$ cat src/rtl/core/hca_pkg.sv
`default_nettype none
package hca_pkg;

  // component format
  localparam int CW  = 32;
  localparam int FB  = 24;
  localparam int NC  = 4;
  localparam int OPW = 3;
  localparam int STW = 2;

  // operation codes
  localparam logic [OPW-1:0] OP_MUL = 3'd0;
  localparam logic [OPW-1:0] OP_SQR = 3'd1;
  localparam logic [OPW-1:0] OP_INV = 3'd2;
  localparam logic [OPW-1:0] OP_ADD = 3'd3;
  localparam logic [OPW-1:0] OP_SUB = 3'd4;
  localparam logic [OPW-1:0] OP_NEG = 3'd5;

  // status codes
  localparam logic [STW-1:0] ST_OK   = 2'd0;
  localparam logic [STW-1:0] ST_SING = 2'd1;
  localparam logic [STW-1:0] ST_SAT  = 2'd2;

  // intermediate widths
  localparam int PW   = 2 * CW;          // product of two components
  localparam int LW   = CW + 1;          // sum of two components
  localparam int AW   = PW + 2;          // sum of four products
  localparam int MW   = PW + 1;          // modulus, unsigned
  localparam int KW   = PW + 1;          // x*t - y*z
  localparam int K2W  = PW + 2;          // twice that
  localparam int PQW  = PW + 2;          // the two determinant factors
  localparam int HL   = (PQW + 1) / 2;   // low half of a factor
  localparam int HH   = PQW - HL;        // high half of a factor
  localparam int DPW  = 2 * HL;          // partial determinant product
  localparam int DETW = 2 * PQW - 1;     // determinant
  localparam int MHW  = MW - CW;         // high part of modulus
  localparam int KHW  = K2W - CW;        // high part of 2k, signed
  localparam int PLW  = 2 * CW + 1;      // component times low part
  localparam int PMHW = CW + MHW + 1;    // component times modulus high part
  localparam int PKHW = CW + KHW;        // component times 2k high part
  localparam int CMW  = 3 * CW + 1;      // component times modulus or 2k
  localparam int NW   = CMW + 1;         // numerator, signed
  localparam int MAGW = NW - 1;          // numerator magnitude
  localparam int DVW  = MAGW + 2 * FB;   // scaled dividend
  localparam int SHW  = DETW + CW;       // divisor at the top quotient bit
  localparam int RW   = (DVW > SHW) ? DVW : SHW;
  localparam int NDS  = CW + 1;          // range check plus one stage per quotient bit

  typedef struct packed {
    logic [OPW-1:0]         op;
    logic [NC-1:0][CW-1:0]  a;
    logic [NC-1:0][CW-1:0]  b;
  } hca_req_t;

  typedef struct packed {
    logic [NC-1:0][CW-1:0]  r;
    logic [STW-1:0]         status;
  } hca_rsp_t;

  // handoff from the multiply stages to the divider
  typedef struct packed {
    logic [OPW-1:0]          op;
    logic                    sing;
    logic [DETW-1:0]         det;
    logic [NC-1:0][MAGW-1:0] mag;
    logic [NC-1:0]           nneg;
    logic [NC-1:0][CW-1:0]   rsat;
    logic                    rflag;
  } hca_mid_t;

  // one divider stage
  typedef struct packed {
    logic [OPW-1:0]         op;
    logic                   sing;
    logic [DETW-1:0]        det;
    logic [NC-1:0][RW-1:0]  rem;
    logic [NC-1:0][CW-1:0]  q;
    logic [NC-1:0]          ovf;
    logic [NC-1:0]          nneg;
    logic [NC-1:0][CW-1:0]  rsat;
    logic                   rflag;
  } hca_dstg_t;

  // clamp a wide signed value to one component, flag in the top bit
  function automatic logic [CW:0] sat_comp(input logic signed [AW-1:0] v);
    logic signed [AW-1:0] hi;
    logic signed [AW-1:0] lo;
    hi = $signed({{(AW-CW+1){1'b0}}, {(CW-1){1'b1}}});
    lo = $signed({{(AW-CW+1){1'b1}}, {(CW-1){1'b0}}});
    if (v > hi) begin
      return {1'b1, 1'b0, {(CW-1){1'b1}}};
    end else if (v < lo) begin
      return {1'b1, 1'b1, {(CW-1){1'b0}}};
    end else begin
      return {1'b0, v[CW-1:0]};
    end
  endfunction

endpackage
`default_nettype wire

$ cat src/rtl/core/hca_out.sv
`default_nettype none
module hca_out
  import hca_pkg::*;
(
  input  logic       clk_i,
  input  logic       rst_ni,
  input  logic       valid_i,
  input  hca_dstg_t  dstg_i,
  input  logic       rsp_ready_i,
  output logic       en_o,
  output logic       rsp_valid_o,
  output hca_rsp_t   rsp_o
);

  localparam logic [CW-1:0] MAXV = {1'b0, {(CW-1){1'b1}}};
  localparam logic [CW-1:0] MINV = {1'b1, {(CW-1){1'b0}}};

  hca_rsp_t res;
  logic     ov_q;
  logic     ov_d;
  hca_rsp_t od_q;
  hca_rsp_t od_d;
  logic     sk_v_q;
  logic     sk_v_d;
  hca_rsp_t sk_q;
  hca_rsp_t sk_d;
  logic     take;
  logic     out_free;

  // sign and clamp the quotients, pick the result word
  always_comb begin
    logic [CW-1:0] q;
    logic          big;
    logic          isat;
    logic [NC-1:0][CW-1:0] iv;
    isat = 1'b0;
    for (int i = 0; i < NC; i++) begin
      q = dstg_i.q[i];
      if (dstg_i.nneg[i]) begin
        big   = dstg_i.ovf[i] | (q[CW-1] & (|q[CW-2:0]));
        iv[i] = big ? MINV : (-q);
      end else begin
        big   = dstg_i.ovf[i] | q[CW-1];
        iv[i] = big ? MAXV : q;
      end
      isat = isat | big;
    end
    if (dstg_i.op == OP_INV) begin
      if (dstg_i.sing) begin
        res.r      = '0;
        res.status = ST_SING;
      end else begin
        res.r      = iv;
        res.status = isat ? ST_SAT : ST_OK;
      end
    end else begin
      res.r      = dstg_i.rsat;
      res.status = dstg_i.rflag ? ST_SAT : ST_OK;
    end
  end

  // output register with skid stage; pipeline moves while skid is empty
  always_comb begin
    en_o     = !sk_v_q;
    take     = valid_i && en_o;
    out_free = !ov_q || rsp_ready_i;
    ov_d     = ov_q;
    od_d     = od_q;
    sk_v_d   = sk_v_q;
    sk_d     = sk_q;
    if (out_free) begin
      if (sk_v_q) begin
        ov_d   = 1'b1;
        od_d   = sk_q;
        sk_v_d = 1'b0;
      end else if (take) begin
        ov_d = 1'b1;
        od_d = res;
      end else begin
        ov_d = 1'b0;
      end
    end else if (take) begin
      sk_v_d = 1'b1;
      sk_d   = res;
    end
  end

  always_ff @(posedge clk_i or negedge rst_ni) begin
    if (!rst_ni) begin
      ov_q   <= 1'b0;
      sk_v_q <= 1'b0;
    end else begin
      ov_q   <= ov_d;
      sk_v_q <= sk_v_d;
    end
  end

  always_ff @(posedge clk_i) begin
    od_q <= od_d;
    sk_q <= sk_d;
  end

  assign rsp_valid_o = ov_q;
  assign rsp_o       = od_q;

`ifndef SYNTHESIS
  a_skid_behind_out: assert property (@(posedge clk_i) disable iff (!rst_ni)
    sk_v_q |-> ov_q)
    else $error("skid holds a word while the output register is empty");

  a_skid_fill_on_stall: assert property (@(posedge clk_i) disable iff (!rst_ni)
    $rose(sk_v_q) |-> $past(ov_q && !rsp_ready_i))
    else $error("skid filled without an output stall");

  a_sing_zero: assert property (@(posedge clk_i) disable iff (!rst_ni)
    (ov_q && od_q.status == ST_SING) |-> (od_q.r == '0))
    else $error("singular inverse with nonzero result");

  a_status_code: assert property (@(posedge clk_i) disable iff (!rst_ni)
    ov_q |-> (od_q.status == ST_OK || od_q.status == ST_SING || od_q.status == ST_SAT))
    else $error("undefined status code");
`endif

endmodule
`default_nettype wire

$ cat config.mk
export PLATFORM = sky130hd
export DESIGN_NAME = hca_out
export DESIGN_NICKNAME = d
export VERILOG_FILES = /design/src/rtl/core/hca_pkg.sv /design/src/rtl/core/hca_out.sv
export SDC_FILE = /design/constraint.sdc
export NUM_CORES = 1
export LEC_CHECK = 0
export ABC_AREA = 0
export BUFFER_PORTS_ARGS = -buffer_cell sky130_fd_sc_hd__buf_2
export CAP_MARGIN = 0
export CORE_AREA = 2 2 463 465
export CTS_BUF_LIST = sky130_fd_sc_hd__clkbuf_8
export CTS_CLUSTER_DIAMETER = 60
export DETAILED_ROUTE_END_ITERATION = 8
export DIE_AREA = 0 0 465 467
export PLACE_DENSITY = 0.3
export REMOVE_ABC_BUFFERS = 1
export SETUP_SLACK_MARGIN = 0.5
export SYNTH_ARGS = -nofsm -noshare
export SYNTH_HDL_FRONTEND = slang
export SYNTH_SLANG_ARGS = --single-unit
$ cat constraint.sdc
create_clock -name clk_i -period 20 [get_ports clk_i]
set_clock_uncertainty 0.15 [all_clocks]
set_input_delay 1 -clock clk_i [delete_from_list [all_inputs] [get_ports clk_i]]
set_output_delay 1 -clock clk_i [all_outputs]
set_load 0.05 [all_outputs]
==> results of run 1 <==
[critical path, stage by stage]
cell and delay (ns):
buf_2 0.14, inv_1 0.06, ha_1 0.21, or4b_2 0.70
or4_1 0.70, nor3_2 0.52, o21ai_0 0.43, o41ai_1 0.63
o21ai_0 0.15
[per-layer routing]
metal  vias to the layer above  GRT usage (%)  part of all wire (%)
met5                         -              0                  0.25
met4                        44           2.91                   3.9
met3                       265           3.12                   7.8
met2                       565           15.4                    48
met1                      6762           10.4                    40
li1                       6425              -                     -
[synthesized netlist by cell type (10+ instances only)]
| master | count |
|---|---|
| edfxtp_1 | 260 |
| nand2_1 | 193 |
| mux2_2 | 114 |
| nor2_1 | 98 |
| o21ai_0 | 97 |
| clkbuf_1 | 93 |
| a21oi_1 | 83 |
| o31ai_1 | 48 |
| nor3_1 | 39 |
| nor4_1 | 33 |
| nand4_1 | 32 |
| nand3_1 | 31 |
| a31oi_1 | 28 |
| or4_1 | 26 |
| inv_1 | 22 |
| o22ai_1 | 22 |
| mux2i_1 | 16 |
| a22o_1 | 14 |
| o211ai_1 | 14 |
| o21a_1 | 12 |
| or3_1 | 12 |
| nand2b_1 | 10 |
[kinds of logic after synthesis]
| group | after synthesis | share of synthesized area [%] |
|---|---|---|
| and+or+nand+nor | 519 | 17.0 |
| muxes | 131 | 9.74 |
| AOI/OAI and AO/OA | 390 | 17.1 |
| xor gates and xnor gates | 1 | 0.0587 |
| DFF | 262 | 52.6 |
| buffers and inverters | 121 | 3.11 |
| adders and majority gates | 4 | 0.335 |
[timing repair]
item / in CTS / in global routing
endpoints found under the hold margin: 2 / 0
hold buffers: 1 / 0
setup buffers: 0 / 0
[cell type report]
type / count / area, um2 / area share (%)
diodes: 8 / 20.0 / 0.0929
clock buffers: 59 / 812 / 3.77
clock inverters: 51 / 290 / 1.35
inverters: 23 / 91.3 / 0.424
multi-input cells: 1045 / 6660 / 30.9
flip-flops and latches: 262 / 7860 / 36.5
well taps: 2821 / 3530 / 16.4
repair buffers: 437 / 2280 / 10.6
[state kept, by name, indices dropped and copies added (netlist names)]
name and flops:
rsp_o 130, rsp_valid_o 1, sk_q 130, sk_v_q 1
[power by group]
group	internal (mW)	switching (mW)	total, mW
Clock	0.302	0.293	0.595
Sequential	0.657	0.0109	0.667
Combinational	0.0908	0.253	0.344
Total	1.05	0.557	1.61
[metrics by stage]
stage               instance area (um2)  hold WS [ns]  cells  total power [mW]  setup WS, ns
floorplan                         14600         0.348   1330             0.877          8.37
global placement                  20400         0.360   4587              1.03         14.82
detailed placement                20400         0.365   4587              1.03         14.81
CTS                               21500         0.304   4698              1.66         15.63
global route                      21500         0.358   4701              1.69         15.60
finish                            21500         0.377   4706              1.61         15.73
[worst max-delay path by stage]
stage / from / to / slack, ns
after floorplan: rsp_ready_i / sk_q[0] / 8.37
after global placement: dstg_i[169] / rsp_o[1] / 14.82
after detailed placement: dstg_i[169] / rsp_o[1] / 14.81
after CTS: dstg_i[169] / rsp_o[1] / 15.63
after global routing: dstg_i[169] / rsp_o[1] / 15.60
final: dstg_i[169] / rsp_o[1] / 15.73
==> reports/metrics.cfg, run 1 <==
[sta]
period_share_pct=21.3
relSlewSlack_pct=18.7
rsz0062_at_grt=no
hold_viol=0
final.setup.tns_ns=0
worst_pin_slew_ns=1.21
clock.fmax_ghz=0.234
slew_violations=0
finalSetupViolCount=0
finalCriticalPeriod_ns=4.27

[clock_tree]
cts_buffer_depth=3
ctsResizeCount=0
cts_max_level=2
path_clk_slew_ns=0.06
cts_buffers=59
root_buffer=clkbuf_8
clk_latency_ns=0.70
cts.sinks=262
tritoncts=done

[grt]
grt_pass1_vias=13800
grt_antenna_before_repair=125
grt-ovfl-total=0
track_usage_pct=8.99
grt_max_degree=110
grt_pass1_wl_mm=131

[yosys]
yosys.area.top_type=edfxtp_1
yosysSeqAreaShare_pct=52.6
synth_ff_type=edfxtp_1
synthCells=1428
yosys-top-cells-area=edfxtp_1 (52%), mux2_2 (8.6%), nand2_1 (4.9%)
ys_warn_count=0
synth_top_area_share_pct=52.3
synthesis.area_um2=14900
synth_area_per_cell_um2=10.5
ys_types=73
synth_edf_count=260
ys_ff_latch=262
synthArstFlopShare_pct=0.763

[run_status]
outcome=completed

[floorplan]
die_y_um=467
std_cell_rows=169
initial_utilization_pct=7.06
pin_count=1188
dieWidth_um=465
core_area_um2=212000
die-area_um2=217000

[drt]
wl_per_cell_um=21.6
drtAntennaViolNets=0
detail_route.first_pass.iterations=7
vias_per_cell=2.99
drt_iter0_drc=908
drc_errors=0
vias=14100
routed_wl_mm=101

[cells_and_area]
area_growth_pct=44.3
fill_cells=24400
drive_gt1_share_pct=35.2
mostFrequentLayoutCells=buf_2 (404), edfxtp_1 (260), nand2_1 (193)
final_util_pct=10.2
final_nets=2888
final_common_cell=buf_2

[critical_path]
reg2regPathDepth=5
r2r_start=sk_v_q
end_kind=flip-flop
reg2reg_setup_slack_ns=16.61
worst-path-max-fanout=5
cp-start-kind=input pin
path_class=input pin to flip-flop
r2r_end=rsp_o[59]
critPathRequiredTime_ns=20.29
arrival_ns=4.55

[power]
peakVddDrop_mv=0.0393
p_leak_nw=7.25
p_per_area_nw_per_um2=74.6

[placed_design]
gp_routability_congestion=0.771
dpl.hpwl_mm=81.8
numPortBuffers=404

[flow_run]
cap_violations=0

[min_path]
hold_class=flip-flop to flip-flop
hp-start=sk_q[27]
whs_endpoint=rsp_o[27]
worstHoldPathCells=2

(Power assumes the default switching activity.)
==> inputs of run 2 (changes only) <==
==> constraint.sdc (replaced) <==
create_clock -name clk_i -period 3.7 [get_ports clk_i]
set_clock_uncertainty 0.15 [all_clocks]
set_input_delay 0.185 -clock clk_i [delete_from_list [all_inputs] [get_ports clk_i]]
set_output_delay 0.185 -clock clk_i [all_outputs]
set_load 0.05 [all_outputs]
==> run 2 against run 1 <==
Against the previous run: sequential power increased to 5.4 times the previous value; clock power increased to 6.0 times the previous value; worst hold slack got worse by 0.30 ns; worst setup slack got worse by 15 ns; sequential share of layout area decreased by 5.2 points; sequential cell count unchanged; critical endpoint is now rsp_o[20]; largest cell class unchanged; largest power group unchanged.
==> reports/metrics.cfg, run 2 (synthesis gave the netlist of run 1 again) <==
[grt]
grt_antenna_before_repair=102
grt_pass1_wl_mm=137
grt_pass1_vias=15400
use_met1_pct=10.8
grt_busiest_layer=met2
track_usage_pct=9.23
gr-usage-met2_pct=15.5
grt_max_degree=95
gr-usage-met3_pct=3.29
grt-ovfl-total=0

[power]
switchingPower_mw=3.14
clkPwrFrac_pct=38.1
p_leak_nw=8.87
p_comb_share_pct=23.6
p_int_mw=6.28
p_per_area_nw_per_um2=375
peakVddDrop_mv=0.264
switching_share_pct=33.3
seqPwrFrac_pct=38.3

[sta]
finalSetupViolCount=0
hold_viol=0
rsz0062_at_grt=yes
period_share_pct=85.7
setup_ws_ns=0.530
clock.fmax_ghz=0.315
relSlewSlack_pct=38.6
worst_pin_slew_ns=0.921
final.setup.tns_ns=0
finalCriticalPeriod_ns=3.17
slew_violations=0

[critical_path]
crit_chain=dlygate4sd3_1 > buf_2 > or4b_1 > nor3_2 > buf_4 > nand4_1 > a21oi_1 > o31ai_1 > dlygate4sd3_1 > mux2_2
end_kind=flip-flop
critPathRequiredTime_ns=3.99
worst-path-max-fanout=8
crit_cells=10
path_class=input pin to flip-flop
path_buf_inv=4
cpMostUsedCell=dlygate4sd3_1
arrival_ns=3.46
reg2regPathDepth=4
slowest_delay_ns=0.63
crit_family=buffers and inverters
r2r_start=sk_v_q
cp-startpoint=dstg_i[141]
cp-start-kind=input pin
cpMaxStageDelayCell=or4b_1

[placed_design]
gp_routability_congestion=0.779
post-place-ws_ns=0.161
numPortBuffers=404
dpl.hpwl_mm=83.4

[floorplan]
die-area_um2=217000
pin_count=1188
std_cell_rows=169
core_area_um2=212000
dieWidth_um=465
die_y_um=467
initial_utilization_pct=7.06

[min_path]
hp-start=dstg_i[263]
worstHoldPathCells=4
hold_class=input pin to flip-flop

[drt]
drtAntennaViolNets=0
routed_wl_mm=104
detail_route.first_pass.iterations=5
vias_per_cell=3.03
drc_errors=0
drt_iter0_drc=936
wl_per_cell_um=20.5
vias=15300

[run_status]
outcome=completed

[clock_tree]
root_buffer=clkbuf_8
path_clk_slew_ns=0.06
cts_buffer_depth=3
clk_latency_ns=0.71
cts_max_level=2
cts.sinks=262
tritoncts=done
cts_buffers=61

[cells_and_area]
final_nets=3233
final_common_cell=buf_2
area_growth_pct=68.2
drive_gt1_share_pct=33.1
final_util_pct=11.9
mostFrequentLayoutCells=buf_2 (404), dlygate4sd3_1 (278), edfxtp_1 (260)

[flow_run]
cap_violations=0

[run 2: cell count changes in the layout (fill, tap and decap cells not counted), moves of 2 or more]
cell,before,now
diode_2,8,21
inv_1,42,39
bufinv_16,2,6
clkbuf_8,59,61
buf_4,31,88
clkinv_2,10,8
dlygate4sd3_1,1,278
buf_12,1,10
[run 2: layout make-up]
class                      count  area (um2)
antenna                       21        52.6
clock buffer                  61         840
clock inverter                51         407
fill                       24200      187000
inverter                      23        91.3
multi-input combinational   1045        6680
sequential                   262        7860
tap                         2821        3530
timing repair buffer         780        5670
[run 2: worst min-delay path: cells and delay by family]
| kind | cells | cell delay [ns] |
|---|---|---|
| AO/OA/AOI/OAI | 2 | 0.32 |
| buffers and inverters | 1 | 0.12 |
| AND/OR/NAND/NOR | 1 | 0.06 |
[run 2: power by group through the flow]
stage / combinational [mW] / clock, mW / sequential (mW)
after floorplan: 0.568 / 0 / 4.17
after global placement: 1.98 / 0 / 3.67
after detailed placement: 1.97 / 0 / 3.67
after CTS: 2.28 / 3.80 / 3.61
after global routing: 2.39 / 3.90 / 3.63
final: 2.22 / 3.59 / 3.61
[run 2: what timing repair did]
action,4_1_cts,5_1_grt
buffers inserted,0,1
endpoints found under the hold margin,261,0
hold buffers,278,0
setup endpoints to repair,0,30
resized for setup,0,6
[run 2: final timing paths]
check	slack (ns)	end
max in group asynchronous	3.11	sk_v_q
min	0.07	sk_q[128]
max reg2reg	1.29	rsp_o[31]
min reg2reg	0.38	rsp_o[0]
min in group asynchronous	0.17	rsp_valid_o
max	0.53	rsp_o[20]
[run 2: through the flow]
step | cells | hold WS (ns) | instance area, um2 | total power, mW
after CTS | 5042 | 0.000145 | 25000 | 9.69
after detailed placement | 4652 | -0.173 | 21000 | 5.64
after global placement | 4652 | -0.175 | 21000 | 5.65
final | 5064 | 0.0731 | 25100 | 9.42
after floorplan | 1330 | -0.261 | 14600 | 4.74
after global routing | 5054 | 0.0477 | 25100 | 9.92
[run 2: per-layer routing]
metal	part of all wire, %	up-vias
met5	0.27	-
met4	3.8	50
met3	8.1	221
met2	47	510
met1	41	7418
li1	-	7121
==> inputs of run 3 (changes only) <==
--- a/config.mk
+++ b/config.mk
@@ -5,14 +5,14 @@
 export SDC_FILE = /design/constraint.sdc
 export NUM_CORES = 1
 export LEC_CHECK = 0
-export ABC_AREA = 0
+export ABC_AREA = 1
 export BUFFER_PORTS_ARGS = -buffer_cell sky130_fd_sc_hd__buf_2
 export CAP_MARGIN = 0
-export CORE_AREA = 2 2 463 465
+export CORE_AREA = 2 2 457 459
 export CTS_BUF_LIST = sky130_fd_sc_hd__clkbuf_8
 export CTS_CLUSTER_DIAMETER = 60
 export DETAILED_ROUTE_END_ITERATION = 8
-export DIE_AREA = 0 0 465 467
+export DIE_AREA = 0 0 459 461
 export PLACE_DENSITY = 0.3
 export REMOVE_ABC_BUFFERS = 1
 export SETUP_SLACK_MARGIN = 0.5
==> run 3 against run 2 <==
Against the previous run: register-to-register slack hardly changed; synthesized cell count is 40% higher; total power increased by 3.5%; critical path type unchanged.
==> reports/metrics.cfg, run 3 <==
[grt]
grt-ovfl-total=0
track_usage_pct=9.80
grt_max_degree=76
grt_pass1_vias=17400
grt_antenna_before_repair=70
grt_pass1_wl_mm=143

[sta]
slew_violations=0
setup_ws_ns=0.613
hold_viol=0
clock.fmax_ghz=0.324
finalCriticalPeriod_ns=3.09
whs_ns=0.108
relSlewSlack_pct=38.2
rsz0062_at_grt=no
final.setup.tns_ns=0
worst_pin_slew_ns=0.928
finalSetupViolCount=0
period_share_pct=83.4

[floorplan]
dieWidth_um=459
pin_count=1188
std_cell_rows=167
die-area_um2=212000
initial_utilization_pct=7.68
die_y_um=461
core_area_um2=206000

[drt]
wl_per_cell_um=19.1
drc_errors=0
vias_per_cell=3.08
routed_wl_mm=106
drtAntennaViolNets=0
detail_route.first_pass.iterations=6
drt_iter0_drc=927
vias=17000

[placed_design]
gp_routability_congestion=0.788
dpl.hpwl_mm=85.4
dp_cells=5062
post-place-ws_ns=0.842
place_area_um2=21200
numPortBuffers=404

[yosys]
ys_warn_count=0
ys_types=47
synthCells=1997
yosysSeqAreaShare_pct=49.5
yosys-top-cells-area=edfxtp_1 (49%), nand2_1 (16%), nor2_1 (6.1%)
synth_commonest_cells=nand2_1 (668), edfxtp_1 (260), nor2_1 (256)
synthesis.area_um2=15900
synth_area_per_cell_um2=7.94
synth_edf_count=260
synth_top_area_share_pct=49.2
synth_most_common_cell=nand2_1
synth_ff_type=edfxtp_1
synthArstFlopShare_pct=0.763
yosys.area.top_type=edfxtp_1
ys_ff_latch=262

[critical_path]
end_kind=flip-flop
slowest_delay_ns=0.57
r2r_end=sk_q[96]
crit_chain=dlygate4sd3_1 > buf_2 > inv_1 > ha_1 > nand2_1 > nor2_4 > nand3_4 > nor2_4 > nand2_2 > nand3_4 > nand2_4 > inv_4 > nand3_1 > nand2_1 > dlygate4sd3_1 > nand2_1 > nand2_1
cp-startpoint=dstg_i[138]
critPathRequiredTime_ns=4.14
arrival_ns=3.53
reg2reg_setup_slack_ns=1.29
cpMostUsedCell=nand2_1
path_class=input pin to flip-flop
cpMaxStageDelayCell=dlygate4sd3_1
reg2regPathDepth=4
r2r_start=sk_v_q
cp-start-kind=input pin
worst-path-max-fanout=14

[cells_and_area]
final_util_pct=12.6
final_nets=3826
multi_input_area_um2=7090
seqCellArea_um2=7860
area_growth_pct=64.0
mostFrequentLayoutCells=nand2_1 (668), buf_2 (404), dlygate4sd3_1 (340)
fin_area_um2=26000
fill_cells=24000
drive_gt1_share_pct=22.8
final_cells=5531
final_common_cell=nand2_1

[flow_run]
cap_violations=0

[power]
total_power_mw=9.75
p_per_area_nw_per_um2=375
peakVddDrop_mv=0.193
p_leak_nw=10.2

[run_status]
outcome=completed

[clock_tree]
tritoncts=done
path_clk_slew_ns=0.06
cts.sinks=262
cts_max_level=3
root_buffer=clkbuf_8
cts_buffers=66
post_cts_buffers=0
clk_latency_ns=0.72
cts_buffer_depth=3

[min_path]
hold_class=input pin to flip-flop
worstHoldPathCells=6
whs_endpoint=rsp_o[19]
hp-start=dstg_i[154]

[run 3: where the power goes]
part           leakage (nW)  switching (mW)  total (mW)  internal (mW)
sequential             2.48          0.0657        3.62           3.56
clock                 0.710            1.71        3.82           2.12
combinational          7.04            1.59        2.31          0.721
[run 3: cell type report]
| type | instances | area share, % |
|---|---|---|
| clock inverter | 48 | 1.53 |
| antenna | 14 | 0.135 |
| tap | 2704 | 13.0 |
| sequential | 262 | 30.2 |
| multi-input combinational | 1514 | 27.3 |
| clock buffer | 67 | 3.54 |
| inverter | 144 | 2.17 |
| timing repair buffer | 778 | 22.1 |
[run 3: worst max-delay path, delay by kind of cell]
family                   cells  cell delay, ns
buffers and inverters        5            1.55
AND/OR/NAND/NOR             11            1.51
adder cells (fa/ha/maj)      1            0.24
[run 3: logic make-up (layout without fill, tap and decap cells)]
group,count (synthesis),after routing,synth area share [%]
simple gates,1213,1213,33.0
buf+inv,221,1037,5.98
xor+xnor,17,17,0.939
mux,1,1,0.0710
flops,262,262,49.5
fa+ha+maj,4,4,0.316
other cells,0,14,0
compound gates,279,279,10.2
[run 3: metal layers]
layer  wire, um  global-route usage [%]  vias to the layer above
met5        199                       0                        -
met4       3210                    2.96                       32
met3       7300                    3.06                      194
met2      51500                    17.2                      505
met1      43500                    11.3                     7968
li1           -                       -                     8348
[run 3: timing repair]
action / 4_1_cts / 5_1_grt
hold endpoints to repair: 358 / 0
endpoints found under the setup margin: 0 / 14
gates resized for setup: 0 / 6
hold buffers: 340 / 0
[run 3: how the worst max path moves through the flow]
stage	slack (ns)	to
after floorplan	-5.52	sk_q[0]
after global placement	0.84	rsp_o[55]
after detailed placement	0.84	rsp_o[25]
after CTS	0.65	rsp_o[25]
after global routing	0.51	rsp_o[25]
final	0.61	rsp_o[25]
